==> src/sv/dftt_pkg.sv <==
package dftt_pkg;

   localparam int unsigned IDX_MAX_W = 10;
   localparam int unsigned CNT_MAX_W = 11;
   localparam logic [15:0] DNS_PORT = 16'd53;
   localparam logic [15:0] TIMEOUT_RESET = 16'd60;

   localparam logic [2:0] MODE_LOOKUP = 3'd0;
   localparam logic [2:0] MODE_UPDATE = 3'd1;
   localparam logic [2:0] MODE_TICK   = 3'd2;
   localparam logic [2:0] MODE_STATS  = 3'd3;
   localparam logic [2:0] MODE_SWEEP  = 3'd4;
   localparam logic [2:0] MODE_CLEAR  = 3'd5;

   localparam logic [2:0] ST_FOUND     = 3'd0;
   localparam logic [2:0] ST_ADDED     = 3'd1;
   localparam logic [2:0] ST_NOT_DNS   = 3'd2;
   localparam logic [2:0] ST_NOT_FOUND = 3'd3;
   localparam logic [2:0] ST_FULL      = 3'd4;
   localparam logic [2:0] ST_DONE      = 3'd5;

   typedef struct packed {
      logic [2:0]  mode;
      logic        is_ipv4_udp;
      logic [31:0] src_addr;
      logic [31:0] dst_addr;
      logic [15:0] udp_sport;
      logic [15:0] udp_dport;
   } req_type;

   typedef struct packed {
      logic [2:0]  status;
      logic [31:0] client_addr;
      logic [31:0] server_addr;
      logic [15:0] cli_port;
      logic [15:0] srv_port;
      logic [31:0] created_time;
      logic [6:0]  removed_count;
      logic [6:0]  entry_total;
      logic [6:0]  live_entries;
   } rsp_type;

   // request traveling down the row of cells
   typedef struct packed {
      logic                 active;
      logic [2:0]           mode;
      logic                 dns;
      logic [63:0]          key_addr;
      logic [31:0]          key_ports;
      logic                 fwd_hit;
      logic                 any_hit;
      logic [IDX_MAX_W-1:0] hit_idx;
      logic [63:0]          hit_addr;
      logic [31:0]          hit_ports;
      logic [31:0]          hit_created;
      logic                 free_found;
      logic [IDX_MAX_W-1:0] free_idx;
      logic [CNT_MAX_W-1:0] cnt;
   } wave_type;

   typedef struct packed {
      logic                 touch;
      logic                 insert;
      logic [IDX_MAX_W-1:0] idx;
      logic [63:0]          addr;
      logic [31:0]          ports;
      logic [31:0]          now;
   } wr_type;

endpackage

==> src/sv/dftt_cell.sv <==
module dftt_cell
   import dftt_pkg::*;
#(
   parameter int unsigned IDX = 0
) (
   input  logic        clock,
   input  logic        reset,
   input  wave_type    wave_i,
   output wave_type    wave_o,
   input  logic [31:0] now,
   input  logic [15:0] timeout,
   input  wr_type      wr
);

   logic        valid_ff, valid_in;
   logic [63:0] addr_ff, addr_in;
   logic [31:0] ports_ff, ports_in;
   logic [31:0] created_ff, created_in;
   logic [31:0] last_ff, last_in;
   wave_type    wave_ff, wave_in;
   logic        fwd_m, rev_m, expired;
   logic [31:0] age;

   assign age = now - last_ff;
   assign expired = age > {16'd0, timeout};
   assign fwd_m = valid_ff && addr_ff == wave_i.key_addr && ports_ff == wave_i.key_ports;
   assign rev_m = valid_ff
                  && addr_ff == {wave_i.key_addr[31:0], wave_i.key_addr[63:32]}
                  && ports_ff == {wave_i.key_ports[15:0], wave_i.key_ports[31:16]};

   always_comb begin
      wave_in = wave_i;
      valid_in = valid_ff;
      addr_in = addr_ff;
      ports_in = ports_ff;
      created_in = created_ff;
      last_in = last_ff;
      if (wave_i.active) begin
         case (wave_i.mode)
            MODE_LOOKUP, MODE_UPDATE: begin
               if (wave_i.dns) begin
                  // first forward match beats any reverse match
                  if (fwd_m && !wave_i.fwd_hit) begin
                     wave_in.fwd_hit = 1'b1;
                     wave_in.any_hit = 1'b1;
                     wave_in.hit_idx = IDX_MAX_W'(IDX);
                     wave_in.hit_addr = addr_ff;
                     wave_in.hit_ports = ports_ff;
                     wave_in.hit_created = created_ff;
                  end else if (rev_m && !wave_i.any_hit) begin
                     wave_in.any_hit = 1'b1;
                     wave_in.hit_idx = IDX_MAX_W'(IDX);
                     wave_in.hit_addr = addr_ff;
                     wave_in.hit_ports = ports_ff;
                     wave_in.hit_created = created_ff;
                  end
                  if (!valid_ff && !wave_i.free_found) begin
                     wave_in.free_found = 1'b1;
                     wave_in.free_idx = IDX_MAX_W'(IDX);
                  end
               end
            end
            MODE_STATS: begin
               if (valid_ff && !expired) wave_in.cnt = wave_i.cnt + 1'b1;
            end
            MODE_SWEEP: begin
               if (valid_ff && expired) begin
                  wave_in.cnt = wave_i.cnt + 1'b1;
                  valid_in = 1'b0;
               end
            end
            MODE_CLEAR: begin
               if (valid_ff) wave_in.cnt = wave_i.cnt + 1'b1;
               valid_in = 1'b0;
            end
            default: begin
            end
         endcase
      end
      if (wr.idx == IDX_MAX_W'(IDX)) begin
         if (wr.touch) last_in = wr.now;
         if (wr.insert) begin
            valid_in = 1'b1;
            addr_in = wr.addr;
            ports_in = wr.ports;
            created_in = wr.now;
            last_in = wr.now;
         end
      end
   end

   always_ff @(posedge clock) begin
      if (reset) begin
         valid_ff <= 1'b0;
         wave_ff <= '0;
      end else begin
         valid_ff <= valid_in;
         wave_ff <= wave_in;
      end
      addr_ff <= addr_in;
      ports_ff <= ports_in;
      created_ff <= created_in;
      last_ff <= last_in;
   end

   assign wave_o = wave_ff;

endmodule

==> config.mk <==
export PLATFORM = sky130hd
export DESIGN_NAME = dftt_cell
export DESIGN_NICKNAME = d
export VERILOG_FILES = /design/src/sv/dftt_pkg.sv /design/src/sv/dftt_cell.sv
export SDC_FILE = /design/constraint.sdc
export NUM_CORES = 1
export LEC_CHECK = 0
export BUFFER_PORTS_ARGS = -buffer_cell sky130_fd_sc_hd__buf_2
export CAP_MARGIN = 20
export CORE_AREA = 4 4 278 280
export CTS_BUF_LIST = sky130_fd_sc_hd__clkbuf_4 sky130_fd_sc_hd__clkbuf_8 sky130_fd_sc_hd__clkbuf_16
export DETAILED_ROUTE_END_ITERATION = 8
export DIE_AREA = 0 0 282 284
export HOLD_SLACK_MARGIN = 0.02
export PLACE_DENSITY_LB_ADDON = 0.1
export SYNTH_ARGS = -nofsm -noshare
export SYNTH_HDL_FRONTEND = slang
export SYNTH_SLANG_ARGS = --single-unit
==> constraint.sdc <==
create_clock -name clock -period 4.2 [get_ports clock]
set_input_delay 0.21 -clock clock [delete_from_list [all_inputs] [get_ports clock]]
set_output_delay 0.21 -clock clock [all_outputs]
set_load 0.02 [all_outputs]
==> flow_results.org <==
** Status
- Status :: complete, but fails checks
- The final reports fail on negative setup slack.

** Timing
- The smallest clock period supported by the final layout is computed as 4.58 ns.
- Slew @ Worst Pin :: 0.987 ns
- The worst pin sits at a relative slew slack of 34.2%.
- Number of max-slew violations in the final report :: 0
- After layout, the worst setup slack is -0.382 ns.
- Total of endpoints with negative setup slack in the final report :: 11
- Top achievable clock speed :: 218 MHz
- The worst path uses 109% of the clock period.
- Between clock sinks in the finished design, the worst skew comes to 0.0185 ns.
- Final Hold Slack :: 0.114 ns
- Final sum of negative setup slack :: -3.13 ns
- RSZ-0062 raised after global routing :: yes
- Final hold vios :: 0

** Logic synthesis
- In the synthesized netlist the async set-or-reset flop fraction comes to 0%.
- For this run, the number of Yosys warnings is 0.
- In the synthesized netlist the dominant register cell turns out to be dfxtp_1.
- The synthesized netlist contains 83 unique library cells.
- Average size of a mapped cell :: 11.0 sq um
- Net count of the mapped netlist :: 2189
- The synthesized netlist occupies a cell area of 18500 sq um.
- Mapped Cells :: 1687
- Counting flops with a built-in enable in the synthesized netlist gives 160.
- Counting flops and latches in the post-synthesis netlist gives 424.
- Summing the sequential cell areas from Yosys gives 54.4% of the chip area.

** Clock tree
- The number of clock buffers added by TritonCTS is 51.
- The clock reaches the later pin of the worst-skew pair after 0.59 ns.
- The clock drives 424 sinks.
- TritonCTS built the clock tree.
- The clock passes through at most 3 buffers.
- After clock tree synthesis, the clock-pin slew on the worst setup and hold paths is 0.06 ns.
- Htree depth :: 2
- In this run the clock root is driven by a clkbuf_16.

** Die
- 716 I/O pins were placed.
- Starting Density :: 24.9%
- The die covers 80100 sq um.
- X dimension of the die :: 282 microns
- The floorplan has 100 rows.
- Vert. Die Dim :: 284 microns
- The region available for standard cell placement spans 74400 sq um.

** Critical path
- Data arrives at the worst endpoint at 5.00 ns.
- Crit end category :: flop
- Start-to-end type of the worst setup path :: reg -> reg
- In this run the critical register-to-register path is captured at wave_o[5]$_SDFF_PP0_.
- In this run the critical register-to-register path is launched from last_ff[0]$_DFFE_PP_.
- Worst R2R Path Depth :: 21
- The worst setup path is launched from a flop.
- In this run the worst setup path terminates at wave_o[5]$_SDFF_PP0_.
- Largest fanout on the critical path :: 5
- Launch point of the critical path :: last_ff[0]$_DFFE_PP_
- Required time of the worst setup path :: 4.62 ns
- Register-to-register setup slack :: -0.38 ns

** Place
- Final HPWL DP :: 73500 microns
- GPL Wtd Cong :: 0.901
- In this run the cell area measured after placement is 23900 sq um.
- Count of input and output buffers :: 715

** Finish
- Post-route cell area :: 29800 sq um
- Sequential cell area in the final layout :: 10100 sq um
- Multi-input combinational cell area :: 7910 sq um
- In the final layout, the share of cells above drive strength 1 is 33.1%.
- Final layout net count :: 3393
- Leaving out fill and tap cells, the most frequent cells in the layout are buf_2 (714), dlygate4sd3_1 (389), dfxtp_1 (264).
- Most common cell after layout, fill and taps aside :: buf_2
- Fill cell total of the finished layout :: 7388
- P&R area growth vs syn :: 60.8%

** Detailed routing
- Overall routed net length :: 90900 microns
- Drt first-iter violations :: 960
- Via density :: 4.49
- Drt drc :: 0
- After detailed routing, the average wire length per cell comes to 23.3 microns.
- Number of nets with antenna violations after routing :: 0
- Routed vias :: 17500
- Initial DRT Pass Iterations :: 5

** Pwr
- The analysis attributes to net switching a power of 2730 uW.
- Overall power :: 10800 uW
- The share of total power dissipated in the clock network is 44.1%.
- Dividing total power by cell area gives a power density of 361 nW/um^2.
- The worst-case IR drop observed on VDD is 0.000271 V.
- The internal portion of the total power is 8030 uW.
- Switching share of total power :: 25.4%
- Sequential cells account for 41.2% of the total power.
- Pleak :: 0.0129 uW
- Combinational share of power :: 14.7%

** GRT
- All-layer global routing usage :: 21.8%
- Remaining global-route overflow :: 0
- The via count of the first global-routing pass is 18800.
- The first global-routing pass estimated 128000 microns of wire.
- Number of antenna violations at the first check in global routing :: 12
- Entering global routing, the biggest net connects 134 pins.

** Hold path
- Hold WC Path Type :: in -> reg

** Flow run
- Number of max-capacitance violations reported :: 0
==> synth_stat cells (5+ instances only) <==
library cell	instances	area, sq um
nand3_1	22	110
or3_1	10	62.6
dfxtp_1	264	5290
nor4_1	31	194
and2_1	23	144
o22ai_1	17	106
a21oi_1	51	255
nor2_1	205	769
nand2b_1	17	106
o21ai_1	10	50.1
nand2_1	52	195
a31oi_1	5	31.3
a211oi_1	5	37.5
a21o_1	9	67.6
a221oi_1	8	70.1
mux2i_1	134	1340
nor2b_1	94	588
o211ai_1	5	37.5
o21a_1	7	52.6
xnor2_1	86	753
or4_1	5	37.5
buf_2	11	55.1
a22o_1	7	61.3
nand4_1	37	231
xor2_1	75	657
edfxtp_1	160	4800
ha_1	48	601
nor3_1	14	70.1
o2bb2ai_1	8	70.1
clkbuf_1	33	124
buf_6	13	146
inv_1	99	372
a21oi_2	5	43.8
o21ai_0	22	110
a211oi_2	5	62.6
==> worst max-delay path, cell delays in order (launching register included) <==
cell and delay (ns):
edfxtp_1 0.37, ha_2 0.19, fa_2 0.33, and2b_1 0.24
o2111ai_2 0.15, buf_4 0.19, buf_12 0.12, a211oi_4 0.29
nor2_1 0.12, xnor2_1 0.15, ha_1 0.27, and4_1 0.22
o41ai_2 0.06, a32oi_1 0.08, nor3b_1 0.19, nand4_1 0.20
buf_6 0.19, nor4_4 0.19, mux2_4 0.38, buf_6 0.15
nor3_1 0.26, nor4_2 0.08
==> layer usage <==
metal | track usage [%] | part of all wire (%) | vias to the layer above
met4 | 5.47 | 2.5 | 4
met5 | 0 | 0.029 | -
li1 | - | - | 8355
met1 | 27.5 | 42 | 8378
met3 | 6.21 | 8.1 | 112
met2 | 36.7 | 47 | 699
==> cell families (layout without fill, tap and decap cells) <==
kind of cell,after synthesis,in the layout,synth area share (%)
simple gates,532,532,14.5
flops,424,424,54.4
fa+ha+maj,49,49,3.35
compound gates,222,222,8.75
other cells,0,5,0
mux,137,137,7.44
buf+inv,162,1408,3.91
xor+xnor,161,161,7.61
==> how the worst min path moves through the flow <==
stage               startpoint                     end  slack (ns)  cells past startpoint
floorplan               wr[64]    addr_ff[0]$_DFFE_PP_        0.31                      0
global placement       wr[113]   addr_ff[49]$_DFFE_PP_        0.39                      1
detailed placement      wr[48]  ports_ff[16]$_DFFE_PP_        0.39                      1
CTS                  wave_i[1]    wave_o[1]$_SDFF_PP0_        0.04                      4
global route           wr[138]     valid_ff$_SDFF_PP0_        0.07                      3
finish                 wr[138]     valid_ff$_SDFF_PP0_        0.11                      3
==> repair_timing <==
action,4_1_cts,5_1_grt
gates resized for setup,24,9
hold buffers,389,0
endpoints found under the setup margin,12,14
buffers inserted,6,2
endpoints found under the hold margin,421,0
pin swaps,11,8
==> area by class of cell <==
type / count / area share, %
Clock buffer: 70 / 5.06
Timing Repair Buffer: 1211 / 28.1
Clock inverter: 25 / 1.03
Sequential cell: 424 / 33.9
Antenna cell: 5 / 0.0420
Tap cell: 969 / 4.07
Inverter: 102 / 1.30
Multi-Input combinational cell: 1101 / 26.5
==> state kept, by name (all words and copies together), names as in the netlist <==
| name | count |
|---|---|
| addr_ff | 64 |
| created_ff | 32 |
| valid_ff | 1 |
| ports_ff | 32 |
| last_ff | 32 |
| wave_o | 263 |
==> metrics by stage <==
step	instances	utilization, %	worst slack, ns
3_5_place_dp	3413	32.1	-0.564
6_report	3907	40.0	-0.382
5_1_grt	3906	40.0	-0.704
2_1_floorplan	1687	-	0.0321
3_3_place_gp	3413	32.1	-0.546
4_1_cts	3902	40.0	-0.378
==> power groups by stage <==
stage	Combinational (uW)	Clock, uW	Sequential [uW]
after floorplan	425	0	4700
after CTS	1590	4890	4440
after global placement	1260	0	4520
final	1580	4750	4440
after detailed placement	1260	0	4520
after global routing	1700	5070	4440
(Power assumes the default switching activity.)
